==> src/atacc_pkg.sv <==
// ----------------------------------------------------------------------------
// Affine transform accumulator package
// Shared types, command codes, sequencer states and the arctangent table.
// ----------------------------------------------------------------------------
`default_nettype none

package atacc_pkg;

    localparam int FRAC_BITS    = 16;
    localparam int CORDIC_STEPS = 16;
    localparam int ANG_FRAC     = 24;
    localparam int ONE_Q30      = 30;
    localparam int STEP_W       = $clog2(CORDIC_STEPS + 1);

    localparam logic signed [31:0] ONE_FX   = 32'sd1 <<< FRAC_BITS;
    localparam logic signed [33:0] GAIN_Q30 = 34'sd652032874;
    localparam logic signed [33:0] D90      = 34'sd90 <<< ANG_FRAC;

    // Command codes.
    typedef enum logic [2:0] {
        OP_IDENT = 3'd0,
        OP_TRANS = 3'd1,
        OP_ROT   = 3'd2,
        OP_SCALE = 3'd3,
        OP_WRITE = 3'd4,
        OP_READ  = 3'd5
    } t_op;

    typedef struct packed {
        logic [2:0]         op;
        logic signed [31:0] arg_a;
        logic signed [31:0] arg_b;
        logic [1:0]         row;
        logic [1:0]         col;
    } t_in_word;

    typedef struct packed {
        logic signed [31:0] read_value;
        logic               index_ok;
        logic               saturated;
    } t_out_word;

    // Sequencer states.
    typedef enum logic [3:0] {
        S_IDLE,
        S_MOD,
        S_FOLD,
        S_CORDIC,
        S_TRIG,
        S_MAC,
        S_SUM,
        S_COPY,
        S_DONE
    } t_state;

    // Arctangent of 2^-i in degrees, 24 fraction bits.
    function automatic logic signed [33:0] atan_deg(input logic [4:0] i);
        unique case (i)
            5'd0:    atan_deg = 34'sd754974720;
            5'd1:    atan_deg = 34'sd445687602;
            5'd2:    atan_deg = 34'sd235489088;
            5'd3:    atan_deg = 34'sd119537938;
            5'd4:    atan_deg = 34'sd60000934;
            5'd5:    atan_deg = 34'sd30029717;
            5'd6:    atan_deg = 34'sd15018523;
            5'd7:    atan_deg = 34'sd7509720;
            5'd8:    atan_deg = 34'sd3754917;
            5'd9:    atan_deg = 34'sd1877466;
            5'd10:   atan_deg = 34'sd938734;
            5'd11:   atan_deg = 34'sd469367;
            5'd12:   atan_deg = 34'sd234684;
            5'd13:   atan_deg = 34'sd117342;
            5'd14:   atan_deg = 34'sd58671;
            5'd15:   atan_deg = 34'sd29335;
            5'd16:   atan_deg = 34'sd14668;
            5'd17:   atan_deg = 34'sd7334;
            5'd18:   atan_deg = 34'sd3667;
            5'd19:   atan_deg = 34'sd1833;
            5'd20:   atan_deg = 34'sd917;
            5'd21:   atan_deg = 34'sd458;
            5'd22:   atan_deg = 34'sd229;
            5'd23:   atan_deg = 34'sd115;
            default: atan_deg = 34'sd0;
        endcase
    endfunction

    // Saturate a wide signed value to 32 bits.
    function automatic logic signed [31:0] clip32(input logic signed [63:0] v,
                                                  output logic sat);
        sat = 1'b0;
        if (v > 64'sd2147483647) begin
            sat = 1'b1;
            clip32 = 32'sh7fffffff;
        end else if (v < -64'sd2147483648) begin
            sat = 1'b1;
            clip32 = 32'sh80000000;
        end else begin
            clip32 = v[31:0];
        end
    endfunction

endpackage

`default_nettype wire

==> src/atacc_cordic.sv <==
// ----------------------------------------------------------------------------
// Cosine and sine unit
// Reduces a degree angle modulo 360 by compare and subtract, folds it and runs
// an iterative CORDIC, one rotation per cycle, giving cosine and sine in
// FRAC_BITS fixed point.
// ----------------------------------------------------------------------------
`default_nettype none

module atacc_cordic import atacc_pkg::*; (
    input  wire                i_clk,
    input  wire                i_rst_n,
    input  wire                i_start,
    input  wire signed [31:0]  i_deg,
    output logic               o_done,
    output logic signed [31:0] o_cos,
    output logic signed [31:0] o_sin
);

    localparam logic signed [40:0] FULL      = 41'sd360 <<< FRAC_BITS;
    // A negative angle is lifted by 128 turns, which makes it non-negative.
    localparam logic signed [40:0] FULL_WRAP = FULL <<< 7;
    // Largest multiple of a turn subtracted in the reduction.
    localparam logic signed [40:0] FULL_TOP  = FULL <<< 6;

    typedef enum logic [2:0] {C_IDLE, C_RED, C_FOLD, C_ITER, C_OUT} t_cst;

    t_cst               r_st, n_st;
    logic signed [40:0] r_r, n_r;
    logic signed [40:0] r_dv, n_dv;
    logic signed [33:0] r_x, n_x, r_y, n_y;
    logic signed [34:0] r_z, n_z;
    logic               r_neg, n_neg;
    logic [STEP_W-1:0]  r_i, n_i;
    logic signed [33:0] w_xf, w_yf;
    logic signed [33:0] w_dx, w_dy;
    logic signed [34:0] w_at;

    // State and data registers.
    always_ff @(posedge i_clk) begin
        if (!i_rst_n) begin
            r_st <= C_IDLE;
        end else begin
            r_st <= n_st;
        end
        r_r   <= n_r;
        r_dv  <= n_dv;
        r_x   <= n_x;
        r_y   <= n_y;
        r_z   <= n_z;
        r_neg <= n_neg;
        r_i   <= n_i;
    end

    assign w_dx = r_y >>> r_i;
    assign w_dy = r_x >>> r_i;
    assign w_at = 35'(atan_deg(5'(r_i)));
    assign w_xf = r_neg ? -r_x : r_x;
    assign w_yf = r_neg ? -r_y : r_y;

    // Sequencer: seven reduction steps, one fold, then the rotations.
    always_comb begin
        n_st   = r_st;
        n_r    = r_r;
        n_dv   = r_dv;
        n_x    = r_x;
        n_y    = r_y;
        n_z    = r_z;
        n_neg  = r_neg;
        n_i    = r_i;
        o_done = 1'b0;
        unique case (r_st)
            C_IDLE: begin
                if (i_start) begin
                    n_r  = (i_deg < 0) ? 41'(i_deg) + FULL_WRAP : 41'(i_deg);
                    n_dv = FULL_TOP;
                    n_st = C_RED;
                end
            end
            C_RED: begin
                // Subtract 64, 32, ... 1 turns where they fit.
                if (r_r >= r_dv) begin
                    n_r = r_r - r_dv;
                end
                n_dv = r_dv >>> 1;
                if (r_dv == FULL) begin
                    n_st = C_FOLD;
                end
            end
            C_FOLD: begin
                n_z   = 35'(r_r) <<< (ANG_FRAC - FRAC_BITS);
                n_neg = 1'b0;
                if (n_z > 35'(D90)) begin
                    if (n_z <= 35'(D90) * 3) begin
                        n_z   = n_z - 35'(D90) * 2;
                        n_neg = 1'b1;
                    end else begin
                        n_z = n_z - 35'(D90) * 4;
                    end
                end
                n_x  = GAIN_Q30;
                n_y  = '0;
                n_i  = '0;
                n_st = C_ITER;
            end
            C_ITER: begin
                if (r_z >= 0) begin
                    n_x = r_x - w_dx;
                    n_y = r_y + w_dy;
                    n_z = r_z - w_at;
                end else begin
                    n_x = r_x + w_dx;
                    n_y = r_y - w_dy;
                    n_z = r_z + w_at;
                end
                n_i = r_i + 1'b1;
                if (r_i == STEP_W'(CORDIC_STEPS - 1)) begin
                    n_st = C_OUT;
                end
            end
            C_OUT: begin
                o_done = 1'b1;
                n_st   = C_IDLE;
            end
            default: n_st = C_IDLE;
        endcase
    end

    // Round from Q30 to FRAC_BITS.
    assign o_cos = 32'((w_xf + (34'sd1 <<< (ONE_Q30 - FRAC_BITS - 1)))
                       >>> (ONE_Q30 - FRAC_BITS));
    assign o_sin = 32'((w_yf + (34'sd1 <<< (ONE_Q30 - FRAC_BITS - 1)))
                       >>> (ONE_Q30 - FRAC_BITS));

    a_done_from_out: assert property (@(posedge i_clk) disable iff (!i_rst_n)
        o_done |-> $past(r_st) == C_ITER)
        else $error("trig done without iterations");

    a_idle_after_done: assert property (@(posedge i_clk) disable iff (!i_rst_n)
        o_done |=> r_st == C_IDLE)
        else $error("trig unit not idle after done");

    a_step_bound: assert property (@(posedge i_clk) disable iff (!i_rst_n)
        r_st == C_ITER |-> r_i < STEP_W'(CORDIC_STEPS))
        else $error("rotation count overran");

endmodule

`default_nettype wire

==> config.mk <==
export PLATFORM = sky130hd
export DESIGN_NAME = atacc_cordic
export DESIGN_NICKNAME = d
export VERILOG_FILES = /design/src/atacc_pkg.sv /design/src/atacc_cordic.sv
export SDC_FILE = /design/constraint.sdc
export NUM_CORES = 1
export LEC_CHECK = 0
export ABC_AREA = 1
export BUFFER_PORTS_ARGS = -buffer_cell sky130_fd_sc_hd__buf_2
export CAP_MARGIN = 5
export CORE_AREA = 2 2 250 252
export DETAILED_ROUTE_END_ITERATION = 6
export DIE_AREA = 0 0 252 254
export GPL_ROUTABILITY_DRIVEN = 1
export GPL_TIMING_DRIVEN = 1
export SLEW_MARGIN = 0
export SYNTH_ARGS = -nofsm -noshare
export SYNTH_HDL_FRONTEND = slang
export SYNTH_SLANG_ARGS = --single-unit
==> constraint.sdc <==
create_clock -name i_clk -period 16.63 [get_ports i_clk]
set_input_delay 0.8315 -clock i_clk [delete_from_list [all_inputs] [get_ports i_clk]]
set_output_delay 0.8315 -clock i_clk [all_outputs]
set_load 0.02 [all_outputs]
Yosys cells after proc, flatten, opt, wreduce, memory -nomap -nowiden --
Memory sizes are Yosys's and may differ from the RTL's. A register that Yosys moved wholly into a read port is not among the register bits. Cells that the tools add are included. Widths: inputs -> output; s select.
Word-level totals: register bits 194, memory bits (read-only) 960, output and inout port bits 65, word-level logic and storage cells 74, memories kept 1
Memory list:
- (no name shown) | words 32, width 30, rd ports 1, clocked after Yosys merged registers in 1, wr ports 0, line atacc_pkg.sv:58 | unique case (i)
Cells by class: $add $sub $neg 15, magnitude comparators 5, eq/ne operators 10, shift-type cells 2, muxes and demuxes 24, bitwise gates (word level) 1, reductions and logical operators 7
Operators with widths (number):
- $mux 41 | 4
- $pmux 41 s2 | 2
- $mux 34 | 4
- $pmux 34 s2 | 2
- $mux 35 | 3
- $pmux 35 s2 | 1
- $add 34x15->34 const B | 2
- $add 34x34->34 | 2
- $neg 34->34 | 2
- $sshr 34x5->34 | 2
- $sub 34x34->34 | 2
- $eq 41x26->1 const B | 1
- $ge 41x41->1 | 1
- $sub 41x41->41 | 1
- $add 35x34->35 | 1
- $ge 35x1->1 const B | 1
- $gt 35x32->1 const B | 1
- $le 35x34->1 const B | 1
- $sub 35x33->35 const B | 1
- $sub 35x34->35 | 1
- $sub 35x34->35 const B | 1
- $add 32x33->34 const B | 1
- $lt 32x1->1 const B | 1
- $pmux 3 s4 | 1
- other kinds (15) | 25

Logic depth before layout (Yosys ltp) --
Gate-level depths: netlist of the first run.
depth after elaboration 4, depth in mapped cells 34

Least setup slack after synthesis of the first run --
Ideal clock, no wire load.
kind register -> register, start point register r_st[1], end point register w_at[7] (netlist name), library setup time 0.074 ns, arrival time 7.662 ns, required time 16.556 ns, setup slack 8.893 ns, cell stages (with the launch flop) 14, path buffers 1, period minus slack after synthesis 7.737 ns, cell sequence dfxtp_1 > inv_1 > nor2_1 > inv_1 > nor2_1 > inv_1 > clkbuf_1 > o22ai_1 > inv_1 > ha_1 > or2_2 > a21oi_1 > o21ai_0 > o21ai_0
On the way: longest elaborated chain between the ends 3, elaborated cells on any way between the ends 5, those cells by class 2 x eq/ne; 2 x mux; 1 x reduce/logical
Ends and longest elaborated chain:
- from (decl) | line atacc_cordic.sv:27 | t_cst r_st, n_st;
- from (signal assigned) | line atacc_cordic.sv:43 | r_st <= n_st;
- $eq 3x2->1 | line atacc_cordic.sv:71 | unique case (r_st)
- $pmux 5 s2 / $reduce_bool 2->1 (equally long branches)
- $mux 5 (no line) *
Every way passes the cells marked *; elsewhere a longest branch is shown, timed or not. A chain may end at the register's enable or synchronous reset.

Worst setup path after layout of the first run --
start point register r_i[0], end point register r_y[26], data pin
On the way: longest elaborated chain between the ends 4, elaborated cells on any way between the ends 5, those cells by class 2 x add/sub; 1 x shift; 2 x mux
Ends and longest elaborated chain:
- from (decl) | line atacc_cordic.sv:33 | logic [STEP_W-1:0] r_i, n_i;
- from (signal assigned) | line atacc_cordic.sv:51 | r_i <= n_i;
- $sshr 34x5->34 * | line atacc_cordic.sv:55 | assign w_dy = r_x >>> r_i;
- $sub 34x34->34 / $add 34x34->34 (equally long branches) | line atacc_cordic.sv:112, atacc_cordic.sv:108
- $mux 34 * | line atacc_cordic.sv:106 | if (r_z >= 0) begin
- $pmux 34 s2 * | line atacc_cordic.sv:71
- to (signal assigned) | line atacc_cordic.sv:48 | r_y <= n_y;
- to (decl) | line atacc_cordic.sv:30 | logic signed [33:0] r_x, n_x, r_y, n_y;
Marks and branches as above.

==> results.txt, run 1 <==
- CTS root buffer: sky130_fd_sc_hd__clkbuf_16
- Number of nets at the end of the flow: 4084
* Critical path data arrival time: 5800 ps
- The worst hold path passes through 3 cells.
* GRT overflow: 0
- In this run the horizontal extent of the chip is 252 um.
* Max Root-Sink Buffers: 3
- Post-detailed-placement cell area: 25900 um^2
* Number of H-tree branching levels: 1
- Dominant cells by area after synthesis: sky130_fd_sc_hd__edfxtp_1 (22%), sky130_fd_sc_hd__nand2_1 (14%), sky130_fd_sc_hd__nand3_1 (9.7%)
- Largest net degree at the start of global routing: 81
- Static timing analysis puts the maximum clock frequency at 0.183 GHz.
- The first detailed-routing pass took 6 iterations.
- Path type of the worst setup path: reg2reg
- Number of antenna diodes: 0
* Design Power: 4960 uW
- The share of synthesized area in the top cell type comes to 0.217.
* Highest fanout seen on the critical path: 34
- Fillcell total: 6618
- Yosys printed 0 warnings.
- For this run, design rule violations remaining after detail routing come to 0.
- Startpoint Class: flip-flop
* Final number of max-transition violations: 0
* Worst R2R Path Depth: 27
* Most Frequent Cell on Critical Path: sky130_fd_sc_hd__nand2_1
- The via count of the first global-routing pass was 23600.
- Setup violations remaining at the end of the flow were counted as 0.
- Critical Path Sink Type: flip-flop
- Counting flops with a built-in enable in the synthesized netlist gives 181.
- The first global-routing pass estimated 125 mm of wire.
* Worst-case clock skew: 18.8 ps
- The core region is 61300 um^2.
* Post-Route Setup TNS: 0 ps
- The number of buffers and inverters on the critical path is 4.
* GR Util All Layers: 0.239
- The worst pin sits at a relative slew slack of 0.236.
- VDD sags by at most 0.115 mV.
* Number of resized instances in the post-cts repair step: 0
- For this design the ratio of total power to cell area is 185 nW/um^2.
* Worst path max stage delay: 470 ps
- Main synth FF type: sky130_fd_sc_hd__edfxtp_1
* Number of endpoints with negative hold slack in the final report: 0
- The cell count after synthesis came out at 3889.
* Skew-Pair Late Insertion Delay: 600 ps
- TritonCTS built the clock tree.
- The startpoint identified for the worst hold timing path is i_rst_n.
- For this configuration, the core starts out at a cell density of 0.408.
- The largest total area in the synthesized netlist belongs to sky130_fd_sc_hd__edfxtp_1.
- Area growth from synthesis to layout: 7.07%
* Share of the clock period used by the worst path after layout: 0.328
- The endpoint identified for the worst register-to-register timing path is r_y[26].
- Number of buffers inserted by port buffering: 99
- The clock drives 214 sinks.
* Req. time, crit path: 16970 ps
- Core Rows: 91
- The final layout contains routed wiring with a total length of 78.4 mm.
- Average footprint of a synthesized cell: 6.43 um^2
- Num ports: 100
- HPWL after DPL: 60.5 mm
- The die is 254 um tall.
* Result of the run: finished clean
* Routed WL per cell: 16.7 um
- Worst-path clk slew: 70 ps
* Number of post-CTS setup repair buffers: 0
- Share of flip-flops with an asynchronous set or reset: 0
- For this design, the CTS-stage hold fixing added 0 buffers.
- Global placer's final weighted congestion: 0.947
* First DRT Iteration DRCs: 2323
- Highest-delay cell along the critical path: sky130_fd_sc_hd__inv_2
* Synthesized cell area: 25000 um^2
* Via count: 25600
- Clock period minus final worst setup slack: 5460 ps
- The worst register-to-register path begins at r_i[0].
- The worst hold path belongs to the class in2reg.
- The path with the worst hold slack has its endpoint at r_st[0].
* Critical Path Source: r_i[0]
* Syn nets: 4081
- Final design instance area without fill: 26800 um^2
- Via-per-instance ratio: 5.43
- Post-DRT Antenna Nets: 0
- Transition time at the pin with the least slew margin: 1140 ps
- Yosys mapped the design onto 62 distinct sky130hd cell types.
- In this run, synthesis produced a sequential element count of 214.
* Area enclosed by the die boundary: 64000 um^2
- Of the cells placed in the final design, the portion with a size suffix greater than 1 is 0.0733.
* Post-synthesis sequential area ratio: 0.244
- Kind of cell adding the most delay to the critical path: compound AO/OA/AOI/OAI gates
* Max-capacitance violation count: 0
- Setup slack, reg-to-reg: 11170 ps
* Static Leak: 0.0123 uW
- Number of antenna violations at the first check in global routing: 0
* Num CTS Buffers: 27
* Unrepaired setup endpoints after global routing: false
worst min-delay path: stages:
cell and delay, ps:
sky130_fd_sc_hd__buf_2 100, sky130_fd_sc_hd__nand3_1 70, sky130_fd_sc_hd__inv_1 50
kinds of logic after synthesis:
family,count (synthesis),share of synthesized area
simple gates,2079,0.367
compound gates,681,0.150
flops,214,0.244
buf+inv,577,0.0945
fa+ha+maj,157,0.0798
mux,1,0.000401
xor+xnor,180,0.0643
cell usage after synthesis, types with 5 or more instances:
master and instances:
sky130_fd_sc_hd__nand4_1 51, sky130_fd_sc_hd__nor2_4 8, sky130_fd_sc_hd__a21o_1 12, sky130_fd_sc_hd__and3_1 5, sky130_fd_sc_hd__o21ai_1 22, sky130_fd_sc_hd__a211oi_1 6, sky130_fd_sc_hd__nand3_1 482, sky130_fd_sc_hd__edfxtp_1 181
sky130_fd_sc_hd__buf_4 27, sky130_fd_sc_hd__buf_6 6, sky130_fd_sc_hd__o211ai_1 14, sky130_fd_sc_hd__nor2_1 382, sky130_fd_sc_hd__xor2_1 109, sky130_fd_sc_hd__o21ai_0 233, sky130_fd_sc_hd__o31ai_1 8, sky130_fd_sc_hd__inv_1 415
sky130_fd_sc_hd__o21bai_1 11, sky130_fd_sc_hd__nand3_2 15, sky130_fd_sc_hd__buf_1 20, sky130_fd_sc_hd__nand3b_1 13, sky130_fd_sc_hd__or2_2 19, sky130_fd_sc_hd__ha_1 153, sky130_fd_sc_hd__a21oi_1 285, sky130_fd_sc_hd__xnor2_1 67
sky130_fd_sc_hd__a31oi_1 32, sky130_fd_sc_hd__buf_2 39, sky130_fd_sc_hd__inv_2 12, sky130_fd_sc_hd__dfxtp_1 33, sky130_fd_sc_hd__nand2_2 32, sky130_fd_sc_hd__o221ai_1 10, sky130_fd_sc_hd__nor3_1 45, sky130_fd_sc_hd__o21ai_2 6
sky130_fd_sc_hd__nor4_1 30, sky130_fd_sc_hd__nand2_1 960, sky130_fd_sc_hd__o21a_1 22, sky130_fd_sc_hd__nor2_2 18, sky130_fd_sc_hd__clkbuf_1 55
power breakdown:
part	switching, uW	total [uW]	leakage (uW)	internal [uW]
sequential	172	974	0.00199	802
clock	243	572	0.000403	330
combinational	2280	3410	0.00995	1130
total	2690	4960	0.0123	2260
registers in the layout, indices dropped and copies added, names as in the netlist:
name and cells:
r_i 5, r_y 34, w_at 30, r_r 41
r_z 35, r_neg 1, r_dv 31, r_x 34
r_st 3
per-stage QoR:
step	instances	hold WS, ps	setup slack (ps)	utilization
floorplan	3889	524	8890	-
global placement	4653	567	11310	0.423
detailed placement	4653	572	11250	0.423
CTS	4703	480	11220	0.437
global route	4703	495	10630	0.437
finish	4703	496	11170	0.437
area by class of cell:
cell class | count | area (um^2) | area share
clock buffers | 37 | 713 | 0.0267
flip-flops and latches | 214 | 6100 | 0.228
clock inverters | 13 | 120 | 0.00449
multi-input cells | 3098 | 16600 | 0.619
inverters | 430 | 1610 | 0.0603
well taps | 790 | 988 | 0.0369
repair buffers | 121 | 661 | 0.0247
per-layer routing:
| metal | share of wire | vias to the layer above | track usage |
|---|---|---|---|
| met5 | 0 | - | 0 |
| met4 | 0.035 | 0 | 0.0795 |
| met3 | 0.051 | 136 | 0.0237 |
| met2 | 0.47 | 742 | 0.410 |
| met1 | 0.45 | 11600 | 0.315 |
| li1 | - | 13100 | - |
cells in the final DEF (no fill, tap or decap), types with 11 or more instances in the layout:
cell	netlist	routed
sky130_fd_sc_hd__nand2_1	960	960
sky130_fd_sc_hd__nand3_1	482	482
sky130_fd_sc_hd__inv_1	415	413
sky130_fd_sc_hd__nor2_1	382	378
sky130_fd_sc_hd__a21oi_1	285	285
sky130_fd_sc_hd__o21ai_0	233	233
sky130_fd_sc_hd__edfxtp_1	181	181
sky130_fd_sc_hd__ha_1	153	153
sky130_fd_sc_hd__xor2_1	109	109
sky130_fd_sc_hd__buf_2	39	99
sky130_fd_sc_hd__xnor2_1	67	67
sky130_fd_sc_hd__nand4_1	51	51
sky130_fd_sc_hd__nor3_1	45	45
sky130_fd_sc_hd__dfxtp_1	33	33
sky130_fd_sc_hd__a31oi_1	32	32
sky130_fd_sc_hd__nand2_2	32	32
sky130_fd_sc_hd__nor4_1	30	30
sky130_fd_sc_hd__clkbuf_16	0	27
sky130_fd_sc_hd__o21a_1	22	22
sky130_fd_sc_hd__o21ai_1	22	22
sky130_fd_sc_hd__buf_4	27	22
sky130_fd_sc_hd__nor2_2	18	20
sky130_fd_sc_hd__or2_2	19	19
sky130_fd_sc_hd__nand3_2	15	15
sky130_fd_sc_hd__inv_2	12	14
sky130_fd_sc_hd__o211ai_1	14	14
sky130_fd_sc_hd__nand3b_1	13	13
sky130_fd_sc_hd__a21o_1	12	12
sky130_fd_sc_hd__o21bai_1	11	11
sky130_fd_sc_hd__clkinv_1	3	11
worst max-delay path by stage:
stage / endpoint / depth (start not counted)
after floorplan: w_at[7] / 13
after detailed placement: r_y[26] / 27
final: r_y[26] / 27
after CTS: r_y[26] / 27
after global placement: r_y[26] / 27
after global routing: r_y[30] / 26
(Power assumes the default switching activity.)
==> run 2: changes to the inputs <==
==> constraint.sdc (replaced) <==
create_clock -name i_clk -period 5.5 [get_ports i_clk]
set_input_delay 0.275 -clock i_clk [delete_from_list [all_inputs] [get_ports i_clk]]
set_output_delay 0.275 -clock i_clk [all_outputs]
set_load 0.02 [all_outputs]
==> run 2 against run 1 <==
Effect of this change: the run now ends with DRC left; clock skew is 4.4 ps higher; worst setup slack worse by 11000 ps; cell area rose by 1.9%; clock power grew to 3.2 times the previous value; via count grew 0.49%; worst hold slack worse by 480 ps; total power rose to 3.1 times the previous value; sequential power grew to 3.0 times the previous value; critical path depth down 2; final cell count increased by 1.0%; global-route usage is 0.91 points higher; sequential cell count unchanged.
==> results.txt, run 2 (synthesized netlist as in run 1, its figures left out) <==
- Area growth from synthesis to layout: 9.14%
- Flip-flop count of the largest register, all copies and words added: 41 (unchanged)
- Worst R2R Path Depth: 25 (-7.4%)
* Max-capacitance violation count: 0 (unchanged)
* Area enclosed by the die boundary: 64000 um^2 (unchanged)
* Remaining DRCs: 5 (+5)
- Fillcell total: 6549 (-1.0%)
- The final weighted congestion in routability-driven placement came to 0.974 (+2.9%).
* Worst-case clock skew: 23.3 ps (+4.42 ps)
- Final hold slack: 17.5 ps (-479 ps)
* Number of buffers inserted by port buffering: 99 (unchanged)
- Failing checks: DRC
- The global-route wire length before repair came to 129 mm (+3.2%).
- Number of post-CTS setup repair buffers: 0 (unchanged)
- Req. time, crit path: 5850 ps (-11120 ps)
* Worst min-delay path class: in2reg
- Number of antenna violations at the first check in global routing: 0 (unchanged)
* Highest-delay cell along the critical path: sky130_fd_sc_hd__o21ai_0
* Max Root-Sink Buffers: 3 (unchanged)
* Number of H-tree branching levels: 1 (unchanged)
- Final routed wirelength across all metal layers: 81.0 mm (+3.3%)
- Startpoint Class: flip-flop
- Post-Route Setup TNS: 0 ps (unchanged)
* Transition time at the pin with the least slew margin: 893 ps (-251 ps)
- Number of nets at the end of the flow: 4132 (+1.2%)
* HPWL after DPL: 63.6 mm (+5.0%)
* Highest fanout seen on the critical path: 38 (+12%)
* Vias in the first global route: 24100 (+2.0%)
- Share of the clock period used by the worst path after layout: 0.897 (+0.569)
* Routed WL per cell: 17.1 um (+2.3%)
- The vertical die dimension was 254 um (unchanged).
- Skew-Pair Late Insertion Delay: 600 ps (about the same)
- The standard cell core area came to 61300 um^2 (unchanged).
* GRT overflow: 0 (unchanged)
- The ratio of routed vias to standard cells came to 5.41 (-0.53%).
* Path type of the worst setup path: reg2reg
- The maximum clock frequency is 0.203 GHz (+11%).
- Most Frequent Cell on Critical Path: sky130_fd_sc_hd__nand2_1
- Post-DRT Antenna Nets: 0 (unchanged)
* Critical path data arrival time: 5280 ps (-520 ps)
* Final design instance area without fill: 27300 um^2 (+1.9%)
- The run finished, with violations left.
- The total via count in the routed design was 25700 (+0.49%).
- The maximum number of pins on one net before global-route repair came to 83 (+2.5%).
- The final number of setup-violating endpoints came to 0 (unchanged).
- The number of clock buffers inserted by TritonCTS came to 28 (+3.7%).
* Min-Delay Path Depth: 3 (unchanged)
- The total power divided by cell area was 558 nW/um^2 (+200%).
- Most frequent cells in the layout: sky130_fd_sc_hd__nand2_1 (960), sky130_fd_sc_hd__nand3_1 (482), sky130_fd_sc_hd__inv_1 (413)
- Worst-path clk slew: 70 ps (about the same)
- TritonCTS built the clock tree.
- The number of cell rows was 91 (unchanged).
* Unrepaired setup endpoints after global routing: false
- First DRT Iteration DRCs: 2271 (-2.2%)
* Number of optimization iterations in the first detailed-route pass: 7 (+1)
- The proportion of layout cells with a drive suffix above 1 is 0.0813 (+0.00795).
* Setup slack, reg-to-reg: 570 ps (-10610 ps)
* Headroom to the max-slew limit: 0.405 (+0.168)
- The overall power after layout came to 15200 uW (+210%).
* GR Util All Layers: 0.248 (+0.00911)
- Largest reg by FF count: r_r
* Worst path max stage delay: 370 ps (-100 ps)
* Number of endpoints with negative hold slack in the final report: 0 (unchanged)
- Clock net sink count: 214 (unchanged)
- Static Leak: 0.0126 uW (+2.1%)
- The worst setup path is captured at a flip-flop.
* CTS root buffer: sky130_fd_sc_hd__clkbuf_16
* Die width: 252 um (unchanged)
- The library cell used most frequently in the layout, excluding fill and tap cells, is sky130_fd_sc_hd__nand2_1.
* Final number of max-transition violations: 0 (unchanged)
* Regs by FF count: r_r x41, r_z x35
- Effective utilization at floorplan: 0.408 (unchanged)
- The minimum period implied by the final worst setup slack was 4930 ps (-523 ps).
* Max VDD drop: 0.318 mV (+180%)
* Post-detailed-placement cell area: 26200 um^2 (+0.90%)
- The number of I/O pins is 100 (unchanged).
- The final antenna diode count was 0 (unchanged).
-- run 2: timing repair --
item                                    CTS  global route
gates resized for setup                   0             3
endpoints found under the setup margin    0             4
hold endpoints to repair                 23             0
hold buffers                             21             0
-- run 2: report_power, final --
group	switching [uW]	leakage (uW)	internal (uW)
registers	506	0.00199	2420
clock network	782	0.000433	1040
logic	6980	0.0102	3480
total	8270	0.0126	6950
-- run 2: routing by layer --
metal | GRT usage | vias up | part of all wire
met2 | 0.434 | 822 | 0.48
met4 | 0.0781 | 0 | 0.032
met3 | 0.0238 | 140 | 0.050
li1 | - | 13200 | -
met1 | 0.322 | 11500 | 0.44
met5 | 0 | - | 0
-- run 2: final cells by class --
class,count,area (um^2),area share
multi-input combinational,3098,16600,0.607
clock buffer,40,787,0.0289
sequential,214,6100,0.223
clock inverter,11,113,0.00413
tap,790,988,0.0362
timing repair buffer,168,1110,0.0407
inverter,430,1620,0.0592
-- run 2: path summary, 6_finish.rpt --
kind / startpoint / to
min reg2reg: r_dv[26] / r_dv[25]
max reg2reg: r_i[0] / r_x[28]
max: r_i[0] / r_x[28]
min: i_deg[18] / r_r[18]
-- run 2: through the flow --
| step | cells | utilization | setup WS [ps] |
|---|---|---|---|
| after floorplan | 3889 | - | 298 |
| after global placement | 4679 | 0.427 | 539 |
| after detailed placement | 4679 | 0.427 | 437 |
| after CTS | 4751 | 0.445 | 440 |
| after global routing | 4751 | 0.445 | 84.0 |
| final | 4751 | 0.445 | 567 |
-- run 2: worst max-delay path, delay by kind of cell, from the launching register on --
kind | cells | cell delay (ps)
AO/OA/AOI/OAI | 8 | 1610
adder cells (fa/ha/maj) | 2 | 550
buffers and inverters | 3 | 770
flip-flops | 1 | 360
AND/OR/NAND/NOR | 12 | 1380
